$ cat src/rtl/ple_pkg.sv
// Shared types and constants for the positional list engine.
// No dependencies; every other file of the block imports this package.
package ple_pkg;

  // Default list capacity and the index width that covers the full capacity range
  localparam int PLE_CAPACITY = 64;
  localparam int AT_W         = 11;
  localparam int DATA_W       = 32;
  localparam int POS_W        = 16;
  localparam int CNT_OUT_W    = 7;

  // Input command codes
  typedef enum logic [1:0] {
    CMD_INSERT = 2'd0,
    CMD_READ   = 2'd1,
    CMD_DELETE = 2'd2
  } cmd_t;

  // Result status codes
  typedef enum logic [1:0] {
    ST_DONE  = 2'd0,
    ST_RANGE = 2'd1,
    ST_FULL  = 2'd2,
    ST_NEG   = 2'd3
  } status_t;

  // Controller states
  typedef enum logic {
    S_IDLE = 1'b0,
    S_READ = 1'b1
  } state_t;

  // Operation broadcast to every cell of the row
  typedef enum logic [2:0] {
    CELL_HOLD     = 3'd0,
    CELL_INSERT   = 3'd1,
    CELL_DELETE   = 3'd2,
    CELL_RD_LOAD  = 3'd3,
    CELL_RD_SHIFT = 3'd4
  } cell_op_t;

  typedef struct packed {
    cell_op_t            op;
    logic [AT_W-1:0]     at;
    logic [DATA_W-1:0]   data;
  } cell_ctl_t;

endpackage

$ cat src/rtl/ple_ctrl.sv
// Command decoder, entry count and result register of the positional list engine.
// Depends on ple_pkg; drives the control word shared by all cells.
module ple_ctrl #(
  parameter int CAPACITY = ple_pkg::PLE_CAPACITY
) (
  input  logic                          clk,
  input  logic                          rst,
  input  logic                          s_tvalid,
  output logic                          s_tready,
  input  logic [1:0]                    command,
  input  logic [ple_pkg::POS_W-1:0]     position,
  input  logic [ple_pkg::DATA_W-1:0]    value,
  output logic                          m_tvalid,
  input  logic                          m_tready,
  output logic [ple_pkg::DATA_W-1:0]    read_value,
  output logic [1:0]                    status,
  output logic [ple_pkg::CNT_OUT_W-1:0] entry_count,
  input  logic [ple_pkg::DATA_W-1:0]    rd_head,
  output ple_pkg::cell_ctl_t            cell_ctl
);
  import ple_pkg::*;

  localparam int CW    = $clog2(CAPACITY + 1);
  localparam int CMP_W = (CW > POS_W - 1) ? CW : POS_W - 1;

  state_t               state, state_next;
  logic [CW-1:0]        count, count_next;
  logic [CW-1:0]        rem, rem_next;
  logic                 load_out;
  logic [DATA_W-1:0]    rv_next;
  status_t              st_next;

  logic                 out_free;
  logic                 accept;
  logic                 pos_neg;
  logic [CMP_W-1:0]     pos_u;
  logic [CMP_W-1:0]     cnt_u;
  logic                 in_range;
  logic                 full;
  logic [CMP_W-1:0]     at_u;
  cmd_t                 cmd;

  // Position checks against the current count
  assign cmd      = cmd_t'(command);
  assign pos_neg  = position[POS_W-1];
  assign pos_u    = CMP_W'(position[POS_W-2:0]);
  assign cnt_u    = CMP_W'(count);
  assign in_range = !pos_neg && (pos_u < cnt_u);
  assign full     = (count == CW'(CAPACITY));
  assign at_u     = (pos_u > cnt_u) ? cnt_u : pos_u;
  assign out_free = !m_tvalid || m_tready;
  assign accept   = s_tvalid && s_tready;

  // Next state
  always_comb begin
    state_next = state;
    unique case (state)
      S_IDLE: begin
        if (accept && cmd == CMD_READ && in_range) begin
          state_next = S_READ;
        end
      end
      S_READ: begin
        if (rem == '0 && out_free) begin
          state_next = S_IDLE;
        end
      end
      default: state_next = S_IDLE;
    endcase
  end

  // Outputs: cell control, count update, result word
  always_comb begin
    s_tready      = 1'b0;
    cell_ctl.op   = CELL_HOLD;
    cell_ctl.at   = AT_W'(at_u);
    cell_ctl.data = value;
    count_next    = count;
    rem_next      = rem;
    load_out      = 1'b0;
    rv_next       = '0;
    st_next       = ST_DONE;
    unique case (state)
      S_IDLE: begin
        s_tready = out_free;
        if (accept) begin
          load_out = 1'b1;
          unique case (cmd)
            CMD_INSERT: begin
              if (pos_neg) begin
                st_next = ST_NEG;
              end else if (full) begin
                st_next = ST_FULL;
              end else begin
                cell_ctl.op = CELL_INSERT;
                count_next  = count + 1'b1;
              end
            end
            CMD_READ: begin
              if (!in_range) begin
                st_next = ST_RANGE;
              end else begin
                cell_ctl.op = CELL_RD_LOAD;
                rem_next    = CW'(pos_u);
                load_out    = 1'b0;
              end
            end
            CMD_DELETE: begin
              if (!in_range) begin
                st_next = ST_RANGE;
              end else begin
                cell_ctl.op = CELL_DELETE;
                cell_ctl.at = AT_W'(pos_u);
                count_next  = count - 1'b1;
              end
            end
            default: begin
            end
          endcase
        end
      end
      S_READ: begin
        if (rem == '0) begin
          if (out_free) begin
            load_out = 1'b1;
            rv_next  = rd_head;
          end
        end else begin
          cell_ctl.op = CELL_RD_SHIFT;
          rem_next    = rem - 1'b1;
        end
      end
      default: begin
      end
    endcase
  end

  // Control registers
  always_ff @(posedge clk) begin
    if (rst) begin
      state    <= S_IDLE;
      count    <= '0;
      rem      <= '0;
      m_tvalid <= 1'b0;
    end else begin
      state <= state_next;
      count <= count_next;
      rem   <= rem_next;
      if (load_out) begin
        m_tvalid <= 1'b1;
      end else if (m_tready) begin
        m_tvalid <= 1'b0;
      end
    end
  end

  // Result word
  always_ff @(posedge clk) begin
    if (load_out) begin
      read_value  <= rv_next;
      status      <= st_next;
      entry_count <= CNT_OUT_W'(count_next);
    end
  end

  // Checks
  a_count_max: assert property (@(posedge clk) disable iff (rst)
    count <= CW'(CAPACITY))
    else $error("entry count above capacity");

  a_insert_grows: assert property (@(posedge clk) disable iff (rst)
    accept && cmd == CMD_INSERT && !pos_neg && !full |=> count == $past(count) + 1'b1)
    else $error("insert did not grow the list");

  a_read_enters: assert property (@(posedge clk) disable iff (rst)
    accept && cmd == CMD_READ && in_range |=> state == S_READ && !m_tvalid)
    else $error("in-range read did not start the read sweep");

  a_no_accept_busy: assert property (@(posedge clk) disable iff (rst)
    state == S_READ |-> !s_tready)
    else $error("input taken during a read sweep");

endmodule

$ cat config.mk
export PLATFORM = sky130hd
export DESIGN_NAME = ple_ctrl
export DESIGN_NICKNAME = d
export VERILOG_FILES = /design/src/rtl/ple_pkg.sv /design/src/rtl/ple_ctrl.sv
export SDC_FILE = /design/constraint.sdc
export NUM_CORES = 1
export LEC_CHECK = 0
export BUFFER_PORTS_ARGS = -buffer_cell sky130_fd_sc_hd__clkbuf_2
export CAP_MARGIN = 5
export CORE_MARGIN = 2
export CORE_UTILIZATION = 46
export CTS_CLUSTER_SIZE = 28
export DETAILED_ROUTE_END_ITERATION = 10
export GPL_ROUTABILITY_DRIVEN = 0
export PLACE_DENSITY = 0.84
export SLEW_MARGIN = 15
export SYNTH_ARGS = -nofsm -noshare
export SYNTH_HDL_FRONTEND = slang
export SYNTH_SLANG_ARGS = --single-unit
$ cat constraint.sdc
create_clock -name clk -period 4.5 [get_ports clk]
set_input_delay 0.9 -clock clk [delete_from_list [all_inputs] [get_ports clk]]
set_output_delay 0.9 -clock clk [all_outputs]
set_load 0.05 [all_outputs]
==> results.txt <==
----------------------------------------------------
[Run status]
  Outcome ... completed

[Power and ir drop]
  Peak supply drop ... 175 uV
  Leakage Power ... 1.72 nW
  Total Power Consumption ... 1.30 mW
  Pwr/cell area ... 320 mW/mm2

[Place]
  IO Port Bufs ... between 100 and 150
  Half-perimeter wire length of the detailed placement result ... approximately 6.8 mm
  Placed Cells ... 504
  Place WS ... roughly 0.6 ns

[Synth]
  Fraction of the yosys area taken by sequential cells ... 44.2%
  Distinct cell type count of the synthesized netlist ... 56
  Area fraction in compound gates after synthesis ... 11.8%
  Number of instances in the synthesized netlist ... between 300 and 400
  Synth Cell Area ... 0.00351 mm2
  Share of async-settable or async-resettable flops after synthesis ... 0%
  Most instantiated flip-flop cell in the synthesis netlist ... sky130_fd_sc_hd__edfxtp_1
  Ys Warns ... 0
  Synth Area in Adders ... 5.35%
  Fraction of synthesized area in multiplexers ... 5.17%
  Main combinational cell family by area after synthesis ... simple AND/OR/NAND/NOR gates
  Post-synthesis sequential element count ... 57
  Basic-gate share of the synthesized area counting and, or, nand and nor cells ... roughly a fifth
  Xor-xnor portion of the synthesized cell area ... less than 1%
  Post-synth EDFFs ... 41
  Mapped Avg Cell Area ... 10.2 um2

[Clock tree]
  Number of buffers between clock root and the deepest sink ... 2
  Total CTS buffers ... 9
  Clk root buf ... sky130_fd_sc_hd__clkbuf_8
  Post_cts resized ... 0
  Clock transition at path regs ... 0.07 ns
  CTS Hold Bufs ... 0
  Total number of H-tree levels ... 3
  Insertion delay to the later sink of the worst-skew pair ... 0.33 ns
  # Post-CTS Setup Buffers ... 0
  CTS tree ... done
  Number of clock sinks seen by CTS ... 57

[Global route]
  All-layer global routing usage ... 20.5%
  Largest net degree at the start of global routing ... 35
  Number of antenna violations at the first check in global routing ... 0
  Sum of overflow across all layers after global routing ... 0
  Number of global-route vias before repair ... 2,638
  Global-route wire length before repair ... 13.3 mm

[Layout]
  Area occupied by multi-input gates ... 0.00156 mm2
  Antenna cell count ... 0
  Post-layout nets ... 517
  Fraction of layout cells with a size suffix above 1 ... 33.7%
  Non-filler instance count after layout ... 520
  Area taken by flip-flops and latches ... ~0.0016 mm2
  Syn-to-layout area delta ... 15.9%
  Fill cells ... about 650
  Final Util ... between 50 and 60%

[Detailed routing]
  Average via count per standard cell ... 5.57
  Number of remaining DRC errors ... 0
  First drt pass iteration count ... 5
  Detailed router's first-iteration violation count ... 201
  Average wire per cell in the routed design ... 16.7 um
  Number of routed nets with antenna violations ... 0
  Routed wire length ... 8.70 mm
  Total vias in the final route ... around 2,900

[STA]
  Transition time at the pin with the least slew margin ... 0.646 ns
  Final Hold Fails ... 0
  Post-layout minimum cycle time ... 3.97 ns
  Setup repair after global routing missed its margin ... no
  Max frequency ... 252 MHz
  Final worst clock skew ... 0.0153 ns
  Final worst-path setup slack ... 0.534 ns
  Total count of max-transition violations in the final report ... 0
  Post-route setup TNS ... 0 ns
  Relative slew margins ... 56.6%
  Fin crit share ... between 80% and 90%
  Final setup violation count ... 0

[Min path]
  Type of the most critical hold path ... flip-flop to flip-flop

[Setup path]
  Largest fanout on the critical path ... 8
  Critical path type ... flip-flop to output port
  Endpoint type of the worst setup path ... output port
  Startpoint type of the worst setup path ... flip-flop
  Arrival time reported for the critical path endpoint ... approximately 3 ns
  Critical Path RT ... roughly 3.6 ns

[Die]
  Horizontal die dimension ... slightly above 90 um
  Starting Density ... 47.9%
  Height of the die ... slightly above 90 um
  Top-level port count ... between 150 and 200
  Full die area ... 0.00834 mm2
  Area inside the core boundary ... 0.00733 mm2
  Number of core rows ... 31

[Flow run]
  Max-cap violation count ... 0

----------------------------------------------------
-- where the power goes --
part	internal (mW)	switching (mW)	total, mW
logic	0.0484	0.139	0.187
registers	0.581	0.00570	0.586
clock network	0.316	0.214	0.530
-- cells in the final DEF, fill, tap and decap left out, types with 3 or more instances in the layout --
cell,count
sky130_fd_sc_hd__a211oi_1,3
sky130_fd_sc_hd__a21oi_1,14
sky130_fd_sc_hd__a22oi_1,3
sky130_fd_sc_hd__a31oi_1,5
sky130_fd_sc_hd__and2_1,32
sky130_fd_sc_hd__clkbuf_2,106
sky130_fd_sc_hd__clkbuf_8,9
sky130_fd_sc_hd__clkinv_4,3
sky130_fd_sc_hd__conb_1,4
sky130_fd_sc_hd__dfxtp_1,16
sky130_fd_sc_hd__edfxtp_1,41
sky130_fd_sc_hd__ha_1,15
sky130_fd_sc_hd__inv_1,17
sky130_fd_sc_hd__mux2_2,9
sky130_fd_sc_hd__mux2i_1,8
sky130_fd_sc_hd__nand2_1,15
sky130_fd_sc_hd__nand2b_1,5
sky130_fd_sc_hd__nand3_1,17
sky130_fd_sc_hd__nand4_1,3
sky130_fd_sc_hd__nor2_1,18
sky130_fd_sc_hd__nor3_1,10
sky130_fd_sc_hd__nor4_1,7
sky130_fd_sc_hd__o2111ai_1,3
sky130_fd_sc_hd__o21ai_0,5
sky130_fd_sc_hd__o21ai_1,3
sky130_fd_sc_hd__or3_1,3
sky130_fd_sc_hd__or4_1,3
sky130_fd_sc_hd__xnor2_1,3
-- layout make-up --
class                           instances  share of cell area, %
Tap cell                               99                   3.04
Clock buffer                            9                   3.04
Clock inverter                          7                   2.52
Inverter                               17                   1.57
Sequential cell                        57                   38.1
Multi-Input combinational cell        223                   38.3
Timing Repair Buffer                  108                   13.4
-- sequential cells by signal (all words and copies together) (netlist names) --
name	flops
read_value	32
count	7
entry_count	7
rem	7
status	2
m_tvalid	1
state	1
-- per-layer routing --
layer	vias up	routed length, um	global-route usage (%)
met5	-	0	0
met1	1315	3460	25.8
met3	18	995	6.72
met2	201	4080	32.8
met4	0	167	7.95
li1	1364	-	-
-- cells in the mapped netlist (all sizes together), types with 4 or more instances --
cell type | number | share of area, %
buf | 42 | 8.9
edfxtp | 41 | 35
and2 | 32 | 5.7
nor2 | 18 | 1.9
inv | 17 | 1.8
nand3 | 17 | 2.4
dfxtp | 16 | 9.1
ha | 15 | 5.3
nand2 | 15 | 1.6
a21oi | 14 | 2.0
nor3 | 12 | 2.0
clkbuf | 9 | 0.96
mux2 | 9 | 2.9
nor4 | 9 | 2.0
mux2i | 8 | 2.3
o21ai | 8 | 1.1
a31oi | 5 | 0.89
nand2b | 5 | 0.89
o2111ai | 4 | 1.2
-- per-stage QoR --
stage          instance area, um2  hold WS [ns]
2_1_floorplan                3520         0.483
3_3_place_gp                 3840         0.494
3_5_place_dp                 3840         0.511
4_1_cts                      4070         0.526
5_1_grt                      4070         0.548
6_report                     4070         0.527
-- cells by family (layout without fill, tap and decap cells) --
logic type / Yosys count / count (layout)
flops: 57 / 57
buf+inv: 68 / 141
compound gates: 57 / 57
mux: 17 / 17
fa+ha+maj: 15 / 15
xor+xnor: 3 / 3
other cells: 1 / 4
simple gates: 127 / 127
-- worst paths after layout --
check	from	end	slack, ns	cells past startpoint
min	rem[6]	rem[6]	0.53	2
min reg2reg	rem[6]	rem[6]	0.53	2
max reg2reg	count[6]	read_value[13]	1.20	8
max	count[6]	cell_ctl[43]	0.53	8
-- worst max-delay path: stages (launching register included) --
cell                        delay [ns]
sky130_fd_sc_hd__dfxtp_1          0.55
sky130_fd_sc_hd__inv_1            0.21
sky130_fd_sc_hd__ha_1             0.36
sky130_fd_sc_hd__a21oi_1          0.24
sky130_fd_sc_hd__o2111ai_2        0.24
sky130_fd_sc_hd__nor3_2           0.45
sky130_fd_sc_hd__a22oi_1          0.16
sky130_fd_sc_hd__nor3_1           0.18
sky130_fd_sc_hd__clkbuf_2         0.33
Note: power is estimated with default switching activity, not from simulation.
