===== src/rtl/ple_pkg.sv =====
// Shared types and constants for the positional list engine.
// No dependencies; every other file of the block imports this package.
package ple_pkg;

  // Default list capacity and the index width that covers the full capacity range
  localparam int PLE_CAPACITY = 64;
  localparam int AT_W         = 11;
  localparam int DATA_W       = 32;
  localparam int POS_W        = 16;
  localparam int CNT_OUT_W    = 7;

  // Input command codes
  typedef enum logic [1:0] {
    CMD_INSERT = 2'd0,
    CMD_READ   = 2'd1,
    CMD_DELETE = 2'd2
  } cmd_t;

  // Result status codes
  typedef enum logic [1:0] {
    ST_DONE  = 2'd0,
    ST_RANGE = 2'd1,
    ST_FULL  = 2'd2,
    ST_NEG   = 2'd3
  } status_t;

  // Controller states
  typedef enum logic {
    S_IDLE = 1'b0,
    S_READ = 1'b1
  } state_t;

  // Operation broadcast to every cell of the row
  typedef enum logic [2:0] {
    CELL_HOLD     = 3'd0,
    CELL_INSERT   = 3'd1,
    CELL_DELETE   = 3'd2,
    CELL_RD_LOAD  = 3'd3,
    CELL_RD_SHIFT = 3'd4
  } cell_op_t;

  typedef struct packed {
    cell_op_t            op;
    logic [AT_W-1:0]     at;
    logic [DATA_W-1:0]   data;
  } cell_ctl_t;

endpackage


===== src/rtl/ple_cell.sv =====
// One list slot: holds the entry at its index plus one stage of the read column.
// Depends on ple_pkg for the cell control word.
module ple_cell #(
  parameter int INDEX = 0
) (
  input  logic                      clk,
  input  ple_pkg::cell_ctl_t        ctl,
  input  logic [ple_pkg::DATA_W-1:0] lo_entry,
  input  logic [ple_pkg::DATA_W-1:0] hi_entry,
  input  logic [ple_pkg::DATA_W-1:0] hi_rd,
  output logic [ple_pkg::DATA_W-1:0] entry,
  output logic [ple_pkg::DATA_W-1:0] rd
);
  import ple_pkg::*;

  logic [AT_W-1:0] my_idx;

  assign my_idx = AT_W'(INDEX);

  // Entry: shift up on insert, down on delete, otherwise hold
  always_ff @(posedge clk) begin
    unique case (ctl.op)
      CELL_INSERT: begin
        if (my_idx == ctl.at) begin
          entry <= ctl.data;
        end else if (my_idx > ctl.at) begin
          entry <= lo_entry;
        end
      end
      CELL_DELETE: begin
        if (my_idx >= ctl.at) begin
          entry <= hi_entry;
        end
      end
      default: begin
      end
    endcase
  end

  // Read column: parallel load, then move one slot toward index zero per cycle
  always_ff @(posedge clk) begin
    unique case (ctl.op)
      CELL_RD_LOAD:  rd <= entry;
      CELL_RD_SHIFT: rd <= hi_rd;
      default: begin
      end
    endcase
  end

endmodule


===== config.mk =====
export PLATFORM = sky130hd
export DESIGN_NAME = ple_cell
export DESIGN_NICKNAME = d
export VERILOG_FILES = /design/src/rtl/ple_pkg.sv /design/src/rtl/ple_cell.sv
export SDC_FILE = /design/constraint.sdc
export NUM_CORES = 1
export LEC_CHECK = 0
export BUFFER_PORTS_ARGS = -buffer_cell sky130_fd_sc_hd__buf_2
export CORE_ASPECT_RATIO = 1.25
export CORE_MARGIN = 5
export CORE_UTILIZATION = 43
export CTS_CLUSTER_DIAMETER = 120
export DETAILED_ROUTE_END_ITERATION = 8
export GPL_TIMING_DRIVEN = 0
export PLACE_DENSITY = 0.82
export SYNTH_ARGS = -nofsm -noshare
export SYNTH_HDL_FRONTEND = slang
export SYNTH_SLANG_ARGS = --single-unit
export TNS_END_PERCENT = 30

===== constraint.sdc =====
create_clock -name clk -period 4.78 [get_ports clk]
set_input_delay 1.195 -clock clk [delete_from_list [all_inputs] [get_ports clk]]
set_output_delay 1.195 -clock clk [all_outputs]
set_load 0.02 [all_outputs]

==> summary.md, run 1 <==
The run finished with clean final reports. Counting every net in the synthesized netlist gives 323. Final critical path time including I/O delays and setup: 2.85 ns. Clock latency on the worst-skew pair, taken at its later pin, is 0.33 ns. After detailed routing, the total wire length is 8950 um. Data required time at the worst endpoint: 4.81 ns.

After routing, the total negative slack on setup checks comes to 0 ns. The ratio of cells with drive above 1 in the final layout works out to 0.822. After synthesis, the netlist uses 14 different library cells.

The depth of the worst register-to-register path is 1, and the non-filler instance count after layout is 496. The portion of the post-synthesis area used by sequential elements came out at 0.584. The proportion of netlist area held by the largest area contributor is 0.584. The number of ports placed on the die boundary was 207; the ratio of routed vias to standard cells was 4.82. The run gives 0.788 as the global placer's final weighted congestion. The worst setup path is launched from an input pin. The H-tree was split into 3 levels.

The largest vdd supply drop is 0.141 mV. A synthesized cell averages 18.3 um^2. The number of rows in the core area is 35, and the aggregate global routing overflow is 0. The tools report the number of gates resized after CTS as 0.

The layout has 588 filler cells. The standard cell area after detailed placement was 4460 um^2; the largest incremental delay on the critical path was 0.73 ns. The top cell types in the final layout, fill and taps aside, are sky130_fd_sc_hd__buf_2, sky130_fd_sc_hd__mux2_2, sky130_fd_sc_hd__edfxtp_1.

At the pin with the least slew margin, the transition time is 0.882 ns. Setup repair after global routing left no endpoint under its margin. The routed length per instance was 18.0 um. The fraction of met3 tracks used by global routing was 0.0482.

In this run the number of cells on the critical path is 5. The logs give 2,569 for the number of global-route vias before repair and 64 for the clock net sink count. Counting every instance in the synthesized netlist gives 180.

The tools report the initial antenna violation count as 0. The area added between synthesis and finish is 40.3%. Entering global routing, the biggest net connects 33 pins. Traced cell by cell, the critical path runs through buf_2, nor4_2, nand3_1, nor3_2, buf_4. The launching point of the worst reg2reg path is entry[25]. Yosys attributes the largest share of cell area to sky130_fd_sc_hd__edfxtp_1, sky130_fd_sc_hd__mux2_2, sky130_fd_sc_hd__mux2_4, sky130_fd_sc_hd__buf_6, sky130_fd_sc_hd__buf_2.

In the routed design, unresolved DRC markers number 0. Along the worst path, the maximum fanout reaches 11. In this run, synthesis produced a sequential element count of 64. The tools report the final hold violation count as 0.

For the worst setup path, the data arrival time is 2.88 ns. The biggest area contributor in the post-synthesis netlist is sky130_fd_sc_hd__edfxtp_1. The cell family contributing the most delay on the critical path is simple AND/OR/NAND/NOR gates. Measured along the y axis, the die boundary spans 108 um. For this design, the CTS-stage hold fixing added 0 buffers. Total of endpoints with negative setup slack in the final report: 0.

The cell with the biggest individual delay on the critical path was sky130_fd_sc_hd__nor3_2. The logs give 542 for the final-stage net count and 0.582 ns for the worst hold slack after final layout. The tools report the number of buffers created by CTS as 9. The first-pass GRT wire length was 12,900 um; the final count of pins violating max slew was 0. The met1 track utilization from global routing is 0.193, and the total number of vias is 2,392. Including well taps, the total number of placed cells is 480. The tools report the area taken by flip-flops and latches as 1920 um^2. After routing the design area is 4610 um^2. The worst slew slack as a fraction of its limit was 0.409; the starting utilization of the core area was 0.444. The library cell used most frequently in the layout, excluding fill and tap cells, is sky130_fd_sc_hd__buf_2. The Yosys step of the flow raised 0 warnings. Once detailed placement completed, the half-perimeter wirelength came to 7320 um. The pre-antenna-repair detailed-routing pass consisted of 4 iterations.

The run gives 2 as the worst-case clock buffer depth. The worst hold path begins at entry[6]. Clock skew on the completed layout was measured at 0.00790 ns.

The logs give 75 for the number of design-rule violations left by the first detailed-router iteration and 0.336 for the global-route met2 utilization. The area of the placeable core is 7400 um^2. The clock transition at the registers of the reported paths came out at 0.07 ns. Across the run, the number of max-cap violations was 0. The path with the worst hold slack has its endpoint at rd[6]. For flop-to-flop paths, the worst setup slack is 3.83 ns. The run gives 0 as the number of antenna-violating nets in the routed design.

The run gives 9510 um^2 as the die footprint. The buffer and inverter count on the worst path was 2; the maximum frequency from static timing analysis was 351 MHz. The worst setup path is captured at a register. The final critical-path share of the clock period works out to 0.597. The run gives 0.184 as the total routing usage reported by global routing. TritonCTS built the clock tree.

Input and output buffers added on the ports amount to 206. From left edge to right edge, the die measures 88.2 um. Depth of the worst hold-timing path: 1. The tools report the number of buffers inserted by post-CTS setup repair as 0. Multi-input logic area: 1310 um^2.

The setup path with the least slack is of type input pin to register. The post-synthesis instance area is 3290 um^2, and the power density of the placed cells is 251 nW/um^2. In this run the clock root is driven by a sky130_fd_sc_hd__clkbuf_8. For this design the static power due to leakage is 2.11 nW. The number of antenna diodes in the final layout is 0. The min-delay analysis places its worst path in the category register to register. Global routing's busiest layer: met2. The endpoint identified for the worst register-to-register timing path is rd[25].
==> final cells by class <==
| type | count | share of cell area |
|---|---|---|
| Clock inverter | 6 | 0.00569 |
| Clock buffer | 10 | 0.0277 |
| Sequential cell | 64 | 0.416 |
| Timing Repair Buffer | 208 | 0.227 |
| Tap cell | 92 | 0.0249 |
| Multi-Input combinational cell | 107 | 0.284 |
| Buffer | 9 | 0.0138 |
==> cells in the mapped netlist <==
| library cell | count |
|---|---|
| sky130_fd_sc_hd__nor4_2 | 2 |
| sky130_fd_sc_hd__mux2_4 | 30 |
| sky130_fd_sc_hd__nand4b_2 | 1 |
| sky130_fd_sc_hd__nor3b_2 | 1 |
| sky130_fd_sc_hd__xnor2_1 | 1 |
| sky130_fd_sc_hd__edfxtp_1 | 64 |
| sky130_fd_sc_hd__buf_2 | 6 |
| sky130_fd_sc_hd__nand3_1 | 1 |
| sky130_fd_sc_hd__mux2_2 | 66 |
| sky130_fd_sc_hd__buf_6 | 3 |
| sky130_fd_sc_hd__nand3b_1 | 1 |
| sky130_fd_sc_hd__nor3b_4 | 1 |
| sky130_fd_sc_hd__nor3_1 | 2 |
| sky130_fd_sc_hd__nand2b_1 | 1 |
==> metrics by stage <==
| stage | util | power (mW) | worst slack [ns] |
|---|---|---|---|
| after floorplan | - | 0.723 | 0.434 |
| after global placement | 0.599 | 0.794 | -0.872 |
| after detailed placement | 0.603 | 0.800 | 1.53 |
| after CTS | 0.624 | 1.17 | 1.90 |
| after global routing | 0.624 | 1.21 | 1.83 |
| final | 0.624 | 1.16 | 1.93 |
==> power by group <==
group / internal, mW / total (mW) / leakage [nW] / switching (mW)
combinational: 0.0972 / 0.157 / 1.44 / 0.0597
clock: 0.180 / 0.373 / 0.0823 / 0.193
sequential: 0.628 / 0.630 / 0.587 / 0.00160
total: 0.905 / 1.16 / 2.11 / 0.254
==> flip-flops by register name, indices dropped and copies added, names as in the netlist <==
| name | flops |
|---|---|
| entry | 32 |
| rd | 32 |
==> kinds of logic (layout without fill, tap and decap cells) <==
family	Yosys count	after routing	share of synthesized area
xor+xnor	1	1	0.00266
mux	96	96	0.363
flops	64	64	0.584
buf+inv	9	233	0.0194
simple gates	10	10	0.0304
==> how the worst max path moves through the flow <==
stage / startpoint / to / slack (ns)
2_1_floorplan: ctl[34] / entry[0] / 0.43
3_3_place_gp: ctl[34] / entry[13] / -0.87
3_5_place_dp: ctl[43] / rd[12] / 1.53
4_1_cts: ctl[43] / rd[24] / 1.90
5_1_grt: ctl[45] / rd[9] / 1.83
6_report: ctl[34] / entry[8] / 1.93
==> layer usage <==
metal / wire (um) / up-vias
met3: 759 / 16
met4: 219 / 0
met2: 4960 / 113
li1: - / 1150
met5: 0 / -
met1: 3010 / 1113
(Power assumes the default switching activity.)
==> run 2, diff against run 1 <==
clock period = 2.75 ns   (was 4.78 ns; I/O delays follow)
==> summary.md, run 2 (synthesis results as in run 1) <==
The run finished with clean final reports. The clock transition at the registers of the reported paths was 0.07 ns (about the same); the worst slew slack as a fraction of its limit was 0.412 (+0.00326). The total routing usage reported by global routing was 0.182 (-0.00248); the final hold violation count was 0 (unchanged). For the data required time at the worst endpoint, the log shows 2.71 ns (-2.10 ns).

The global placer's final weighted congestion is 0.761 (-3.5%). The worst setup path is launched from an input pin. Setup repair after global routing left no endpoint under its margin.

The max capacitance violation total was 0 (unchanged); the number of rows in the core area was 35 (unchanged). The maximum fanout along the worst path works out to 32 (+21). The run gives 0 (unchanged) as the number of gates resized after CTS. The x dimension of the die was 88.2 um (unchanged). For the total number of vias, the log shows 2,412 (+0.84%). The logs give 0.634 (+0.0108) for the fraction of the core area covered by cells at the end of the flow and 8990 um (+0.38%) for the sum of routed wire length over all layers. The worst-case clock buffer depth is 2 (unchanged). TritonCTS built the clock tree. The tools report the number of antenna-violating nets in the routed design as 0 (unchanged). The classification of the worst setup path was input pin to register. The maximum level of the CTS H-tree is 3 (unchanged), and the total of endpoints with negative setup slack in the final report is 0 (unchanged).

The first-pass iteration count of the detailed router was 4 (unchanged). The worst-margin pin slew came out at 0.879 ns (-0.00294 ns). The clock insertion delay at the later pin of the skew report is 0.34 ns (about the same). The first-pass GRT wire length is 12,800 um (-0.48%), and the final critical-path share of the clock period is 0.837.

The initial antenna violation count is 0 (unchanged). The run gives 7400 um^2 (unchanged) as the area of the placeable core. Leaving out fill and tap cells, the most frequent cells in the layout are sky130_fd_sc_hd__buf_2, sky130_fd_sc_hd__mux2_2, sky130_fd_sc_hd__edfxtp_1. The logs give 7430 um (+1.5%) for the total half-perimeter wirelength after legalization and detailed placement and 33 (unchanged) for the largest net degree at the start of global routing. Based on the critical path, the design can be clocked at up to 435 MHz. The routed length per instance came out at 18.2 um (+0.58%). The number of buffers created by CTS came out at 9 (unchanged).

The ratio of cells with drive above 1 in the final layout works out to 0.829 (+0.00700). The clock net sink count was 64 (unchanged). The cell repeated most along the worst path is sky130_fd_sc_hd__buf_2.

The ratio of routed vias to standard cells was 4.87 (+1.0%). The leakage power is 2.13 nW (+1.0%). The quantity of I/O buffers inserted on ports was 206 (unchanged); the final-stage net count was 541 (-0.18%).

The starting utilization of the core area was 0.444 (unchanged). Traced cell by cell, the critical path runs through buf_2, nor3b_2, buf_2, nand2b_2. Final critical path time including I/O delays and setup: 2.30 ns.

Leaving out fill and tap cells, the most frequent cell in the layout is sky130_fd_sc_hd__buf_2. The area growth from synthesis to layout is 42.8%. Largest incremental delay on the critical path: 0.69 ns (-0.04 ns). The tools report the number of design-rule violations left by the first detailed-router iteration as 76 (+1.3%). Die footprint: 9510 um^2 (unchanged).

The run gives 0.0127 ns (+0.00477 ns) as the worst clock skew on the final layout. The antenna diode count is 0 (unchanged). In the final layout, the registers with the most flip-flops are entry: 32 flops, rd: 32 flops. The type of the tightest min-delay check is register to register.

The number of buffers inserted by post-CTS setup repair is 0 (unchanged). The number of global-route vias before repair came out at 2,566 (-0.12%). The cell with the biggest individual delay on the critical path is sky130_fd_sc_hd__nand2b_2.

The logs give 0 ns (unchanged) for the final setup TNS and 0 (unchanged) for the final count of pins violating max slew. The total DRC errors in the routed layout came out at 0 (unchanged). The power density of the placed cells was 481 nW/um^2 (+92%). The number of ports placed on the die boundary came out at 207 (unchanged). The logs give 600 (+2.0%) for the number of fillers in the final layout and 2.26 ns (-0.62 ns) for the arrival time reported for the critical path endpoint. The hold buffer count at cts is 0 (unchanged). The die height came out at 108 um (unchanged).

The aggregate global routing overflow was 0 (unchanged). The largest vdd supply drop was 0.257 mV (+83%). STA classifies the critical path endpoint as a register. The tree is rooted in a sky130_fd_sc_hd__clkbuf_8.
run 2: layer usage:
layer,routed length (um),global-route usage,up-vias
met5,0,0,-
met4,220,0.0821,0
met3,861,0.0505,20
met2,4970,0.337,126
met1,2930,0.184,1121
li1,-,-,1145
run 2: final timing paths:
kind	cells after the start	start	to	slack (ns)
worst max-delay path	4	ctl[45]	rd[6]	0.45
worst min-delay path	1	entry[10]	rd[10]	0.58
worst max register to register	1	entry[0]	rd[0]	1.79
worst min register to register	1	entry[10]	rd[10]	0.58
run 2: cell type report:
class                   count  area, um^2  area share
clock buffers               9         124      0.0264
multi-input cells         107        1320       0.280
plain buffers               9        63.8      0.0136
repair buffers            207        1060       0.225
well taps                  92         115      0.0245
flip-flops and latches     64        1920       0.409
clock inverters             7        95.1      0.0203
run 2: worst max-delay path, delay by kind of cell:
kind | cells | cell delay [ns]
buffers and inverters | 2 | 0.47
AND/OR/NAND/NOR | 2 | 1.09
run 2: power by group:
part | total [mW] | switching (mW) | internal, mW
clock network | 0.892 | 0.381 | 0.510
registers | 1.09 | 0.00275 | 1.09
logic | 0.274 | 0.105 | 0.169
run 2: through the flow:
stage / area [um^2] / hold slack [ns] / total power [mW] / setup WS (ns) / cells
finish: 4690 / 0.581 / 2.26 / 0.449 / 495
floorplan: 3300 / 0.717 / 1.26 / 0.245 / 180
CTS: 4690 / 0.580 / 2.28 / 0.421 / 495
global placement: 4450 / 0.558 / 1.38 / -0.502 / 478
global route: 4690 / 0.604 / 2.35 / 0.305 / 495
detailed placement: 4480 / 0.564 / 1.39 / 0.0538 / 479
==> run 3, diff against run 2 <==
clock period = 2.21 ns   (was 2.75 ns; I/O delays follow)
==> summary.md, run 3 (synthesis results as in run 1) <==
The run finished with clean final reports. The buffer and inverter count on the worst path came out at 2 (unchanged). The worst-margin pin slew came out at 0.842 ns (-0.0363 ns). The worst-case register-to-register setup slack is 1.25 ns (-0.54 ns), and the ratio of routed vias to standard cells is 4.97 (+2.0%). The worst register-to-register path ends at rd[9].

The placement-stage worst setup slack is -0.508 ns (-0.562 ns), and the maximum level of the CTS H-tree is 3 (unchanged). The fraction of the core area covered by cells at the end of the flow came out at 0.634 (about the same). The number of design-rule violations left by the first detailed-router iteration is 79 (+3.9%).

The run gives 0.0988 ns (-0.350 ns) as the smallest setup slack after layout. The most critical setup path has its startpoint at ctl[37]. The number of buffers inserted by post-CTS setup repair was 0 (unchanged); the logic depth of the worst setup path including buffers was 5 (+1). Number of rows in the core area: 35 (unchanged). The tools report the total half-perimeter wirelength after legalization and detailed placement as 7380 um (-0.69%).

The final hold violation count came out at 0 (unchanged). The largest vdd supply drop was 0.360 mV (+40%); the worst slew slack as a fraction of its limit was 0.437 (+0.0243). The capture point of the critical path was entry[21]. The worst hold slack after final layout was 0.512 ns (-0.0686 ns); the final count of pins violating max slew was 0 (unchanged). The final-stage net count is 541 (unchanged). The clock net sink count is 64 (unchanged). The quantity of I/O buffers inserted on ports was 206 (unchanged); the depth of the worst register-to-register path was 1 (unchanged).

The net switching share of the total power was 0.226 (+0.00913); the switching power of the nets was 0.609 mW (+24%). The total power of the final layout was 2.70 mW (+19%); the antenna diode count was 0 (unchanged). The max capacitance violation total came out at 0 (unchanged). The global placer's final weighted congestion is 0.808 (+6.2%), and the hold buffer count at cts is 0 (unchanged).

Cell family with the largest share of critical-path delay: simple AND/OR/NAND/NOR gates. Design internal power: 2.09 mW (+18%). Traced cell by cell, the critical path runs through buf_2, nor4_4, nand3_1, nor3_4, buf_16. The total DRC errors in the routed layout is 0 (unchanged), and the first-pass GRT wire length is 13,000 um (+0.97%).

The tools report the first-pass iteration count of the detailed router as 4 (unchanged). The library cells used most frequently in the layout, excluding fill and tap cells, are sky130_fd_sc_hd__buf_2, sky130_fd_sc_hd__mux2_2, sky130_fd_sc_hd__edfxtp_1. The tools report the sum of routed wire length over all layers as 9070 um (+0.95%).

The sequential power share was 0.504 (+0.020). The data required time at the worst endpoint is 2.25 ns (-0.46 ns), and the starting utilization of the core area is 0.444 (unchanged). Setup repair after global routing left no endpoint under its margin. The worst clock skew on the final layout is 0.00660 ns (-0.00607 ns), and the maximum fanout along the worst path is 19 (-41%). The final critical-path share of the clock period was 0.955.

Element type at the critical path start: an input pin. The area of the placeable core was 7400 um^2 (unchanged). The tools report the total number of vias as 2,461 (+2.0%). The run gives 0 (unchanged) as the aggregate global routing overflow. TritonCTS built the clock tree. The critical path in this run is classified as input pin to register. The type of the tightest min-delay check was input pin to register. The ratio of cells with drive above 1 in the final layout was 0.829 (unchanged). The logs give 33 (unchanged) for the largest net degree at the start of global routing and 2.13 nW (about the same) for the leakage power. The largest incremental delay on the critical path is 0.72 ns (+0.03 ns), and the x dimension of the die is 88.2 um (unchanged). The number of antenna-violating nets in the routed design was 0 (unchanged); the share of power burned in the clock network was 0.368 (-0.027). Initial antenna violation count: 2 (+2). Launching point of the worst reg2reg path: entry[9]. For this design, the slowest cell found on the critical path is sky130_fd_sc_hd__nor3_4. The tools report the worst-case clock buffer depth as 2 (unchanged). The number of global-route vias before repair was 2,535 (-1.2%); the routed length per instance was 18.3 um (+0.95%). For the die footprint, the log shows 9510 um^2 (unchanged).

The area added between synthesis and finish was 42.7% (about the same). The run gives 0.127 (+0.006) as the power share of the combinational group. The die height is 108 um (unchanged), and the power density of the placed cells is 575 nW/um^2 (+19%). The final critical path time including I/O delays and setup came out at 2.11 ns.

The tools report the CTS root buffer as sky130_fd_sc_hd__clkbuf_8. The logs give 2.15 ns (-0.11 ns) for the arrival time reported for the critical path endpoint and 474 MHz for the maximum frequency from static timing analysis. Total of endpoints with negative setup slack in the final report: 0 (unchanged). The clock insertion delay at the later pin of the skew report was 0.33 ns (about the same); the total routing usage reported by global routing was 0.186 (+0.00410).

The clock transition at the registers of the reported paths works out to 0.08 ns (about the same). STA classifies the critical path endpoint as a register. The largest registers in the layout are entry: 32 flops, rd: 32 flops. The library cell used most frequently in the layout, excluding fill and tap cells, is sky130_fd_sc_hd__buf_2.

The number of ports placed on the die boundary is 207 (unchanged). The number of buffers created by CTS was 9 (unchanged).
run 3: changes by cell type in the layout (fill, tap and decap cells not counted):
| cell | change |
|---|---|
| sky130_fd_sc_hd__nor4_4 | +2 |
| sky130_fd_sc_hd__clkinv_4 | +1 |
| sky130_fd_sc_hd__nand2b_4 | +1 |
| sky130_fd_sc_hd__nor4_2 | -2 |
| sky130_fd_sc_hd__clkinvlp_4 | -1 |
| sky130_fd_sc_hd__nand2b_2 | -1 |
| sky130_fd_sc_hd__bufinv_16 | -1 |
| sky130_fd_sc_hd__clkinv_2 | +1 |
run 3: power groups by stage:
stage	Combinational (mW)	Clock, mW	Sequential (mW)
floorplan	0.157	0	1.41
global placement	0.336	0	1.39
detailed placement	0.346	0	1.39
CTS	0.349	1.01	1.36
global route	0.371	1.08	1.36
finish	0.343	0.994	1.36
run 3: what timing repair did:
item	in CTS	in global routing
resized for setup	1	0
pin swaps	0	1
setup endpoints to repair	32	4
run 3: worst min-delay path by stage:
stage	startpoint	to	slack [ns]	cells after the start
2_1_floorplan	entry[22]	rd[22]	0.72	1
3_3_place_gp	entry[18]	rd[18]	0.55	1
4_1_cts	ctl[13]	entry[13]	0.49	2
3_5_place_dp	entry[17]	rd[17]	0.57	1
5_1_grt	hi_rd[19]	rd[19]	0.49	2
6_report	ctl[13]	entry[13]	0.51	2
run 3: per-layer routing:
metal  up-vias  track usage  routed length (um)
met5         -            0                  21
met2       117        0.345                5040
li1       1149            -                   -
met3        19       0.0482                 795
met1      1172        0.191                3060
met4         4       0.0821                 160
run 3: layout make-up:
class / count / area, um^2
Tap cell: 92 / 115
Sequential cell: 64 / 1920
Buffer: 9 / 63.8
Clock buffer: 9 / 124
Multi-Input combinational cell: 107 / 1340
Timing Repair Buffer: 207 / 1060
Clock inverter: 7 / 71.3
Fill cell: 583 / 2710
run 3: per-stage QoR:
step	setup TNS (ns)	std cells	area, um^2
floorplan	-1.84	180	3320
global placement	-37.42	478	4470
detailed placement	-26.06	479	4490
CTS	0	495	4690
global route	0	495	4690
finish	0	495	4690
